$ cat src/rdb_pkg.sv
// Shared types and constants for the snapshot key/value stream parser.
// No dependencies; used by every module of the block except rdb_fifo.
`default_nettype none

package rdb_pkg;

  localparam int unsigned DATA_W      = 8;
  localparam int unsigned EXP_W       = 64;
  localparam int unsigned LEN_BITS_DF = 32;
  localparam int unsigned QUEUE_DEPTH = 4;

  localparam logic [7:0] SEC_MARKER = 8'hFB;
  localparam logic [7:0] EXP_MS     = 8'hFC;
  localparam logic [7:0] EXP_SEC    = 8'hFD;
  localparam logic [7:0] TYPE_STR   = 8'h00;

  localparam logic [1:0] KIND_KEY   = 2'd0;
  localparam logic [1:0] KIND_VALUE = 2'd1;
  localparam logic [1:0] KIND_EMPTY = 2'd2;
  localparam logic [1:0] KIND_DONE  = 2'd3;

  typedef struct packed {
    logic [DATA_W-1:0] data;
    logic              is_marker;
    logic              is_exp_ms;
    logic              is_exp_sec;
    logic              is_zero;
  } cls_t;

  typedef struct packed {
    logic [1:0]        kind;
    logic [DATA_W-1:0] data;
    logic              last;
    logic              has_exp;
    logic [EXP_W-1:0]  exp_ms;
  } res_t;

endpackage

`default_nettype wire

$ cat src/rdb_key_value_stream_parser.sv
// Top level of the snapshot key/value stream parser: front queue, parser, result queue.
// Depends on rdb_pkg, rdb_front, rdb_back and rdb_fifo.
//
//   channel   handshake          payload
//   input     push / full        data_byte_i
//   result    empty / pop        out_kind_o, out_byte_o, last_in_string_o,
//                                has_expiry_o, expire_at_o
//
// One byte per cycle sustained; the parser consumes a queued byte each cycle the
// result queue has room. On idle queues a result enters the result queue as the parser
// accepts its byte, shows on the ports in the cycle after, and can then be popped.
// Seconds expiries are scaled by 1000 in the cycle after their last byte.
// Reset clears both queues and returns the parser to scanning for the section marker.
// Results stall only the parser; bytes keep entering until the input queue fills.
`default_nettype none

module rdb_key_value_stream_parser #(
  parameter int unsigned LENGTH_BITS = rdb_pkg::LEN_BITS_DF,
  parameter int unsigned DEPTH       = rdb_pkg::QUEUE_DEPTH
) (
  input  wire logic                        clk_i,
  input  wire logic                        rst_ni,
  input  wire logic                        push,
  output logic                             full,
  input  wire logic [rdb_pkg::DATA_W-1:0]  data_byte_i,
  output logic                             empty,
  input  wire logic                        pop,
  output logic [1:0]                       out_kind_o,
  output logic [rdb_pkg::DATA_W-1:0]       out_byte_o,
  output logic                             last_in_string_o,
  output logic                             has_expiry_o,
  output logic [rdb_pkg::EXP_W-1:0]        expire_at_o
);

  rdb_pkg::cls_t item;
  rdb_pkg::res_t res, res_out;
  logic          item_valid, item_ready, res_valid, res_full;

  rdb_front #(
    .DEPTH (DEPTH)
  ) u_front (
    .clk_i       (clk_i),
    .rst_ni      (rst_ni),
    .push_i      (push),
    .data_byte_i (data_byte_i),
    .full_o      (full),
    .item_o      (item),
    .valid_o     (item_valid),
    .ready_i     (item_ready)
  );

  rdb_back #(
    .LENGTH_BITS (LENGTH_BITS)
  ) u_back (
    .clk_i       (clk_i),
    .rst_ni      (rst_ni),
    .item_i      (item),
    .valid_i     (item_valid),
    .ready_o     (item_ready),
    .res_valid_o (res_valid),
    .res_o       (res),
    .res_ready_i (!res_full)
  );

  rdb_fifo #(
    .WIDTH ($bits(rdb_pkg::res_t)),
    .DEPTH (DEPTH)
  ) u_res_queue (
    .clk_i   (clk_i),
    .rst_ni  (rst_ni),
    .push_i  (res_valid),
    .data_i  (res),
    .full_o  (res_full),
    .pop_i   (pop),
    .data_o  (res_out),
    .empty_o (empty)
  );

  assign out_kind_o       = res_out.kind;
  assign out_byte_o       = res_out.data;
  assign last_in_string_o = res_out.last;
  assign has_expiry_o     = res_out.has_exp;
  assign expire_at_o      = res_out.exp_ms;

endmodule

`default_nettype wire

$ cat src/rdb_fifo.sv
// Small register queue with count-based full/empty flags.
// No package dependency; used by rdb_front and the top level.
`default_nettype none

module rdb_fifo #(
  parameter int unsigned WIDTH = 8,
  parameter int unsigned DEPTH = 4
) (
  input  wire logic             clk_i,
  input  wire logic             rst_ni,
  input  wire logic             push_i,
  input  wire logic [WIDTH-1:0] data_i,
  output logic                  full_o,
  input  wire logic             pop_i,
  output logic      [WIDTH-1:0] data_o,
  output logic                  empty_o
);

  localparam int unsigned AW = (DEPTH > 1) ? $clog2(DEPTH) : 1;
  localparam int unsigned CW = $clog2(DEPTH + 1);

  logic [WIDTH-1:0] mem_q [DEPTH];
  logic [AW-1:0]    wr_ptr_q, wr_ptr_d, rd_ptr_q, rd_ptr_d;
  logic [CW-1:0]    cnt_q, cnt_d;
  logic             do_push, do_pop;

  assign full_o  = (cnt_q == CW'(DEPTH));
  assign empty_o = (cnt_q == '0);
  assign do_push = push_i && !full_o;
  assign do_pop  = pop_i && !empty_o;
  assign data_o  = mem_q[rd_ptr_q];

  always_comb begin
    wr_ptr_d = wr_ptr_q;
    rd_ptr_d = rd_ptr_q;
    cnt_d    = cnt_q;
    if (do_push) begin
      wr_ptr_d = (wr_ptr_q == AW'(DEPTH - 1)) ? '0 : wr_ptr_q + 1'b1;
    end
    if (do_pop) begin
      rd_ptr_d = (rd_ptr_q == AW'(DEPTH - 1)) ? '0 : rd_ptr_q + 1'b1;
    end
    if (do_push && !do_pop) begin
      cnt_d = cnt_q + 1'b1;
    end else if (do_pop && !do_push) begin
      cnt_d = cnt_q - 1'b1;
    end
  end

  always_ff @(posedge clk_i or negedge rst_ni) begin
    if (!rst_ni) begin
      wr_ptr_q <= '0;
      rd_ptr_q <= '0;
      cnt_q    <= '0;
    end else begin
      wr_ptr_q <= wr_ptr_d;
      rd_ptr_q <= rd_ptr_d;
      cnt_q    <= cnt_d;
    end
  end

  always_ff @(posedge clk_i) begin
    if (do_push) begin
      mem_q[wr_ptr_q] <= data_i;
    end
  end

endmodule

`default_nettype wire

$ cat src/rdb_front.sv
// Front end: accepts raw file bytes, tags marker/expiry/zero codes, queues them.
// Depends on rdb_pkg and rdb_fifo.
`default_nettype none

module rdb_front #(
  parameter int unsigned DEPTH = rdb_pkg::QUEUE_DEPTH
) (
  input  wire logic                        clk_i,
  input  wire logic                        rst_ni,
  input  wire logic                        push_i,
  input  wire logic [rdb_pkg::DATA_W-1:0]  data_byte_i,
  output logic                             full_o,
  output rdb_pkg::cls_t                    item_o,
  output logic                             valid_o,
  input  wire logic                        ready_i
);

  rdb_pkg::cls_t cls;
  logic          empty;

  always_comb begin
    cls.data       = data_byte_i;
    cls.is_marker  = (data_byte_i == rdb_pkg::SEC_MARKER);
    cls.is_exp_ms  = (data_byte_i == rdb_pkg::EXP_MS);
    cls.is_exp_sec = (data_byte_i == rdb_pkg::EXP_SEC);
    cls.is_zero    = (data_byte_i == rdb_pkg::TYPE_STR);
  end

  rdb_fifo #(
    .WIDTH ($bits(rdb_pkg::cls_t)),
    .DEPTH (DEPTH)
  ) u_queue (
    .clk_i   (clk_i),
    .rst_ni  (rst_ni),
    .push_i  (push_i),
    .data_i  (cls),
    .full_o  (full_o),
    .pop_i   (ready_i),
    .data_o  (item_o),
    .empty_o (empty)
  );

  assign valid_o = !empty;

endmodule

`default_nettype wire

$ cat src/rdb_back.sv
// Back end: section/entry/string state machine, expiry and length accumulation.
// Depends on rdb_pkg; feeds the result queue in the top level.
`default_nettype none

module rdb_back #(
  parameter int unsigned LENGTH_BITS = rdb_pkg::LEN_BITS_DF
) (
  input  wire logic          clk_i,
  input  wire logic          rst_ni,
  input  wire rdb_pkg::cls_t item_i,
  input  wire logic          valid_i,
  output logic               ready_o,
  output logic               res_valid_o,
  output rdb_pkg::res_t      res_o,
  input  wire logic          res_ready_i
);

  localparam logic [3:0] PH_SCAN      = 4'd0;
  localparam logic [3:0] PH_HDR_FIRST = 4'd1;
  localparam logic [3:0] PH_HDR_MORE  = 4'd2;
  localparam logic [3:0] PH_ENTRY     = 4'd3;
  localparam logic [3:0] PH_EXPIRY    = 4'd4;
  localparam logic [3:0] PH_TYPE      = 4'd5;
  localparam logic [3:0] PH_STR_FIRST = 4'd6;
  localparam logic [3:0] PH_STR_MORE  = 4'd7;
  localparam logic [3:0] PH_STR_DATA  = 4'd8;
  localparam logic [3:0] PH_DONE      = 4'd9;

  localparam int unsigned EW = rdb_pkg::EXP_W;

  logic [3:0]             phase_q, phase_d;
  logic [31:0]            size_q, size_d;
  logic [2:0]             size_cnt_q, size_cnt_d;
  logic [LENGTH_BITS-1:0] rem_q, rem_d;
  logic [2:0]             idx_q, idx_d;
  logic [EW-1:0]          exp_q, exp_d;
  logic                   exp_seen_q, exp_seen_d;
  logic                   exp_sec_q, exp_sec_d;
  logic                   scale_q, scale_d;
  logic                   in_val_q, in_val_d;
  logic                   hdr_idx_q, hdr_idx_d;

  logic                   go;
  logic [7:0]             b;
  logic [1:0]             form;
  logic [31:0]            first_val, more_val, len_val;
  logic                   first_done, more_done, len_zero, len_sat;
  logic [LENGTH_BITS-1:0] len_trim;
  logic [EW-1:0]          scaled;
  logic [1:0]             emit_kind;
  logic [7:0]             emit_byte;
  logic                   emit_last;
  logic                   has_exp;

  assign go      = valid_i && res_ready_i;
  assign ready_o = go;
  assign b       = item_i.data;
  assign form    = b[7:6];

  // seconds * 1000 = (x << 10) - (x << 4) - (x << 3)
  assign scaled = (EW'(exp_q[31:0]) << 10) - (EW'(exp_q[31:0]) << 4)
                - (EW'(exp_q[31:0]) << 3);

  assign first_val  = (form == 2'b00 || form == 2'b01) ? {26'd0, b[5:0]} : 32'd0;
  assign first_done = (form == 2'b00 || form == 2'b11);
  assign more_val   = {size_q[23:0], b};
  assign more_done  = (size_cnt_q <= 3'd1);
  assign len_val    = (phase_q == PH_STR_FIRST) ? first_val : more_val;
  assign len_zero   = (len_val == 32'd0);
  assign len_sat    = ((33'(len_val) >> LENGTH_BITS) != 33'd0);
  assign len_trim   = len_sat ? '1 : len_val[LENGTH_BITS-1:0];

  always_comb begin
    phase_d     = phase_q;
    size_d      = size_q;
    size_cnt_d  = size_cnt_q;
    rem_d       = rem_q;
    idx_d       = idx_q;
    exp_d       = exp_q;
    exp_seen_d  = exp_seen_q;
    exp_sec_d   = exp_sec_q;
    scale_d     = 1'b0;
    in_val_d    = in_val_q;
    hdr_idx_d   = hdr_idx_q;
    res_valid_o = 1'b0;
    emit_kind   = rdb_pkg::KIND_KEY;
    emit_byte   = 8'd0;
    emit_last   = 1'b0;

    if (scale_q) begin
      exp_d = scaled;
    end

    if (go) begin
      unique case (phase_q)
        PH_SCAN: begin
          if (item_i.is_marker) begin
            hdr_idx_d = 1'b0;
            phase_d   = PH_HDR_FIRST;
          end
        end
        PH_HDR_FIRST, PH_HDR_MORE: begin
          if (phase_q == PH_HDR_FIRST) begin
            size_d     = first_val;
            size_cnt_d = (form == 2'b01) ? 3'd1 : 3'd4;
          end else begin
            size_d     = more_val;
            size_cnt_d = size_cnt_q - 3'd1;
          end
          if ((phase_q == PH_HDR_FIRST) ? first_done : more_done) begin
            if (!hdr_idx_q) begin
              hdr_idx_d = 1'b1;
              phase_d   = PH_HDR_FIRST;
            end else begin
              in_val_d   = 1'b0;
              exp_seen_d = 1'b0;
              exp_sec_d  = 1'b0;
              exp_d      = '0;
              idx_d      = '0;
              phase_d    = PH_ENTRY;
            end
          end else begin
            phase_d = PH_HDR_MORE;
          end
        end
        PH_ENTRY: begin
          if (item_i.is_exp_ms || item_i.is_exp_sec) begin
            exp_seen_d = 1'b0;
            exp_d      = '0;
            idx_d      = '0;
            exp_sec_d  = item_i.is_exp_sec;
            phase_d    = PH_EXPIRY;
          end else if (item_i.is_zero) begin
            in_val_d = 1'b0;
            phase_d  = PH_STR_FIRST;
          end else begin
            exp_seen_d = 1'b0;
            exp_sec_d  = 1'b0;
            exp_d      = '0;
            idx_d      = '0;
          end
        end
        PH_EXPIRY: begin
          exp_d[{idx_q, 3'b000} +: 8] = b;
          if (idx_q >= (exp_sec_q ? 3'd3 : 3'd7)) begin
            exp_seen_d = 1'b1;
            idx_d      = '0;
            scale_d    = exp_sec_q;
            phase_d    = PH_TYPE;
          end else begin
            idx_d = idx_q + 3'd1;
          end
        end
        PH_TYPE: begin
          if (item_i.is_zero) begin
            in_val_d = 1'b0;
            phase_d  = PH_STR_FIRST;
          end else begin
            exp_seen_d = 1'b0;
            exp_sec_d  = 1'b0;
            exp_d      = '0;
            idx_d      = '0;
            phase_d    = PH_ENTRY;
          end
        end
        PH_STR_FIRST, PH_STR_MORE: begin
          if (phase_q == PH_STR_FIRST) begin
            size_d     = first_val;
            size_cnt_d = (form == 2'b01) ? 3'd1 : 3'd4;
          end else begin
            size_d     = more_val;
            size_cnt_d = size_cnt_q - 3'd1;
          end
          if ((phase_q == PH_STR_FIRST) ? first_done : more_done) begin
            if (len_zero) begin
              res_valid_o = 1'b1;
              if (!in_val_q) begin
                emit_kind = rdb_pkg::KIND_DONE;
                phase_d   = PH_DONE;
              end else begin
                emit_kind  = rdb_pkg::KIND_EMPTY;
                emit_last  = 1'b1;
                in_val_d   = 1'b0;
                exp_seen_d = 1'b0;
                exp_sec_d  = 1'b0;
                exp_d      = '0;
                idx_d      = '0;
                phase_d    = PH_ENTRY;
              end
            end else begin
              rem_d   = len_trim;
              phase_d = PH_STR_DATA;
            end
          end else begin
            phase_d = PH_STR_MORE;
          end
        end
        PH_STR_DATA: begin
          res_valid_o = 1'b1;
          emit_kind   = in_val_q ? rdb_pkg::KIND_VALUE : rdb_pkg::KIND_KEY;
          emit_byte   = b;
          emit_last   = (rem_q <= LENGTH_BITS'(1));
          rem_d       = rem_q - LENGTH_BITS'(1);
          if (rem_q <= LENGTH_BITS'(1)) begin
            if (!in_val_q) begin
              in_val_d = 1'b1;
              phase_d  = PH_STR_FIRST;
            end else begin
              in_val_d   = 1'b0;
              exp_seen_d = 1'b0;
              exp_sec_d  = 1'b0;
              exp_d      = '0;
              idx_d      = '0;
              phase_d    = PH_ENTRY;
            end
          end
        end
        default: begin
        end
      endcase
    end
  end

  assign has_exp       = (emit_kind != rdb_pkg::KIND_DONE) && exp_seen_q;
  assign res_o.kind    = emit_kind;
  assign res_o.data    = emit_byte;
  assign res_o.last    = emit_last;
  assign res_o.has_exp = has_exp;
  assign res_o.exp_ms  = has_exp ? exp_q : '0;

  always_ff @(posedge clk_i or negedge rst_ni) begin
    if (!rst_ni) begin
      phase_q    <= PH_SCAN;
      size_q     <= '0;
      size_cnt_q <= '0;
      rem_q      <= '0;
      idx_q      <= '0;
      exp_q      <= '0;
      exp_seen_q <= 1'b0;
      exp_sec_q  <= 1'b0;
      scale_q    <= 1'b0;
      in_val_q   <= 1'b0;
      hdr_idx_q  <= 1'b0;
    end else begin
      phase_q    <= phase_d;
      size_q     <= size_d;
      size_cnt_q <= size_cnt_d;
      rem_q      <= rem_d;
      idx_q      <= idx_d;
      exp_q      <= exp_d;
      exp_seen_q <= exp_seen_d;
      exp_sec_q  <= exp_sec_d;
      scale_q    <= scale_d;
      in_val_q   <= in_val_d;
      hdr_idx_q  <= hdr_idx_d;
    end
  end

endmodule

`default_nettype wire

$ cat config.mk
export PLATFORM = sky130hd
export DESIGN_NAME = rdb_key_value_stream_parser
export DESIGN_NICKNAME = d
export VERILOG_FILES = /design/src/rdb_pkg.sv /design/src/rdb_key_value_stream_parser.sv /design/src/rdb_fifo.sv /design/src/rdb_front.sv /design/src/rdb_back.sv
export SDC_FILE = /design/constraint.sdc
export NUM_CORES = 1
export LEC_CHECK = 0
export ABC_AREA = 1
export BUFFER_PORTS_ARGS = -buffer_cell sky130_fd_sc_hd__buf_2
export CAP_MARGIN = 20
export CORE_ASPECT_RATIO = 0.7
export CORE_UTILIZATION = 55
export CTS_CLUSTER_DIAMETER = 50
export DETAILED_ROUTE_END_ITERATION = 6
export GPL_ROUTABILITY_DRIVEN = 0
export GPL_TIMING_DRIVEN = 1
export PLACE_DENSITY_LB_ADDON = 0.25
export SLEW_MARGIN = 10
export SYNTH_ARGS = -nofsm -noshare
export SYNTH_HDL_FRONTEND = slang
export SYNTH_SLANG_ARGS = --single-unit
$ cat constraint.sdc
create_clock -name clk_i -period 6.45 [get_ports clk_i]
set_input_delay 0.645 -clock clk_i [delete_from_list [all_inputs] [get_ports clk_i]]
set_output_delay 0.645 -clock clk_i [all_outputs]
set_load 0.05 [all_outputs]
==> impl_metrics.ini <==
[status]
outcome = finished, final reports clean

[power]
p_per_area_nw_per_um2 = 545
power_leakage_uw = 0.0125
peakVddDrop_mv = 0.356

[floorplan]
ios = 90
die_w_um = 267
die_area_um2 = 50100
die_h_um = 188
num_rows = 67
core-area_um2 = 48200
initial_utilization = 0.562

[timing]
rsz0062_at_grt = false
hold_viol = 0
fin_tns_setup_ps = 0
period_minus_slack_ps = 4950
tightest_slew_ps = 956
timing.final.crit_share = 0.768
max-slew-margin-rel = 0.362
fin_skew_ps = 18.6
finalMaxSlewViolations = 0
timing.fmax_mhz = 202
report.final.setup_viol = 0

[route]
num_vias = 23150
drtPass1Iterations = 6
vias_per_cell = 5.91
drc = 0
post_drt_wl_per_cell_um = 19.4
drt_iter0_markers = 2650
antenna_left = 0
drt-total-wl_um = 76100

[synth]
yosys_warnings = 0
ys_seq_elements = 501
synth_top_flop_cell = edfxtp_1
synthDistinctLibCells = 55
syn-num-nets = 3266
synth_area_per_cell_um2 = 8.55
seq_area_frac_synth = 0.528
netlist_area_um2 = 27100
postSynthCellCount = 3168
synth_edf_count = 352
async_flop_share = 0.297

[clock_tree]
post_cts_buffers = 0
clockBufferDepth = 3
tritoncts = built
postCtsHoldBufs = 0
htree_levels = 2
cts.repair.resized = 0
clk_pin_slew_ps = 60
cts_sinks = 501
root_buffer = clkbuf_16
cts-buffers-inserted = 50
clock_latency_ps = 600

[critical_path]
cp_data_arrival_time_ps = 5170
endpoint = u_res_queue.mem_q[2][38]
start_kind = flop
crit_required_ps = 6670
crit_type = reg2reg
r2r-start = u_front.u_queue.rd_ptr_q[0]
crit_fanout = 46
r2r_end = u_res_queue.mem_q[2][38]
r2r_slack_ps = 1500
reg2reg_depth = 19
critPathLaunch = u_front.u_queue.rd_ptr_q[0]
end_kind = flop

[placed_design]
io_buffers = 89
placed_area_um2 = 28100
hpwl_um = 52000

[cells_and_area]
drive_above_1_share = 0.0674
postLayoutCellArea_um2 = 29800
nFillCells = 4093
final_nets = 3321
n_antenna_cell = 0
area_delta_synth_final_pct = 9.92

[global_routing]
grt_pass1_wl_um = 119000
grt_pass1_vias = 21939
antenna_found_initial = 0
grtUsageTotal = 0.303
grt_overflow = 0
grt_max_degree = 120

[flow_run]
drv_cap = 0

[min_path]
hp-class = in2async
## worst min path at each step
stage	slack (ps)	depth (start not counted)	end
2_1_floorplan	350	0	u_back.exp_q[0]
3_3_place_gp	490	1	u_res_queue.cnt_q[2]
3_5_place_dp	500	1	u_res_queue.cnt_q[2]
4_1_cts	130	1	u_back.size_q[14]
5_1_grt	160	1	u_back.size_q[14]
6_report	90	1	u_back.size_q[14]
## per-layer routing
metal,vias to the layer above,track usage,wire length [um]
met5,-,0,0
met1,10975,0.456,33500
met2,1252,0.441,32400
li1,10790,-,-
met4,0,0.0701,1450
met3,133,0.0724,8760
## layout by cell type (no fill, tap or decap), types with 5 or more instances in the layout
cell       netlist  routed
a21boi_0         5       5
clkbuf_16        0      51
a21oi_1        175     174
o221ai_1         6       6
clkbuf_8         0       5
buf_2           13      88
a31oi_1         14      14
clkbuf_1        86      16
o21ai_0        330     330
a22oi_1         15      15
a21o_1           5       5
inv_1          347     346
nor3_1          27      27
clkinv_1         2       9
nor2_1         498     493
inv_2            8       9
nand3_1        148     148
buf_12           0       5
edfxtp_1       352     352
o21bai_1         7       7
nor4_1           7       7
xor2_1          47      47
ha_1            84      84
xnor2_1         23      23
dfrtp_1        149     147
nor2_4           1       5
buf_4            3      19
nand2_1        629     628
o211ai_1        10      10
nand4_1         18      18
o21ai_1          9       9
o22ai_1         97      97
## power by group
group          total, uW  internal [uW]  switching, uW
clock network       2810           1570           1250
logic               9280           2560           6720
registers           4120           3780            339
total              16200           7910           8300
## critical path, stage by stage, from the launching register on
cell and delay (ps):
dfrtp_1 890, inv_2 390, nand2_1 150, nand3_1 70, and2_1 250, ha_1 260, nor3_4 300, nor2_1 100
nor2_1 120, nand3_1 80, nor2_1 160, nand2_1 110, inv_2 80, nand3_1 100, nor2_2 240, inv_1 90
nand2_1 180, inv_1 210, nor2_4 130, buf_4 560
## Yosys cell counts, drive strengths merged (25+ instances only)
| library cell | number | area [um^2] |
|---|---|---|
| a21oi | 175 | 876 |
| buf | 25 | 159 |
| clkbuf | 86 | 323 |
| dfrtp | 149 | 3730 |
| edfxtp | 352 | 10600 |
| ha | 84 | 1050 |
| inv | 355 | 1330 |
| nand2 | 632 | 2380 |
| nand3 | 149 | 751 |
| nor2 | 502 | 1900 |
| nor3 | 29 | 161 |
| o21ai | 339 | 1700 |
| o22ai | 97 | 607 |
| xor2 | 47 | 412 |
## cells by family (layout without fill, tap and decap cells)
| kind of cell | Yosys count | in the layout | synth area share |
|---|---|---|---|
| and+or+nand+nor | 1350 | 1350 | 0.201 |
| AOI/OAI and AO/OA | 691 | 691 | 0.140 |
| DFF | 501 | 501 | 0.528 |
| buffers and inverters | 468 | 564 | 0.0673 |
| adders and majority gates | 86 | 86 | 0.0403 |
| xor gates and xnor gates | 70 | 70 | 0.0226 |
| muxes | 2 | 2 | 0.000832 |
## state kept, by name, indices dropped and copies added (netlist names), 3 cells and up
signal / count
u_back.idx_q: 3
u_back.size_cnt_q: 3
u_back.rem_q: 32
u_res_queue.cnt_q: 3
u_back.size_q: 24
u_front.u_queue.cnt_q: 3
u_back.phase_q: 4
u_back.exp_q: 64
u_front.u_queue.mem_q: 48
u_res_queue.mem_q: 304
## area by class of cell
class	instances	area, um^2	share of cell area
clock buffer	72	1410	0.0472
clock inverter	21	168	0.00563
inverter	357	1340	0.0451
multi-input combinational	2199	11000	0.370
sequential	501	14300	0.481
tap	655	820	0.0275
timing repair buffer	114	722	0.0243
## per-stage QoR
stage	util	total power, uW	hold WS, ps	cells	worst slack, ps
global placement	0.583	13000	492	3822	1780
global route	0.617	17300	160	3919	1090
finish	0.617	16200	91.6	3919	1500
CTS	0.616	16000	130	3917	1530
floorplan	-	10700	349	3168	186
detailed placement	0.584	13100	499	3824	1570
Power figures use the tool's default switching activity.
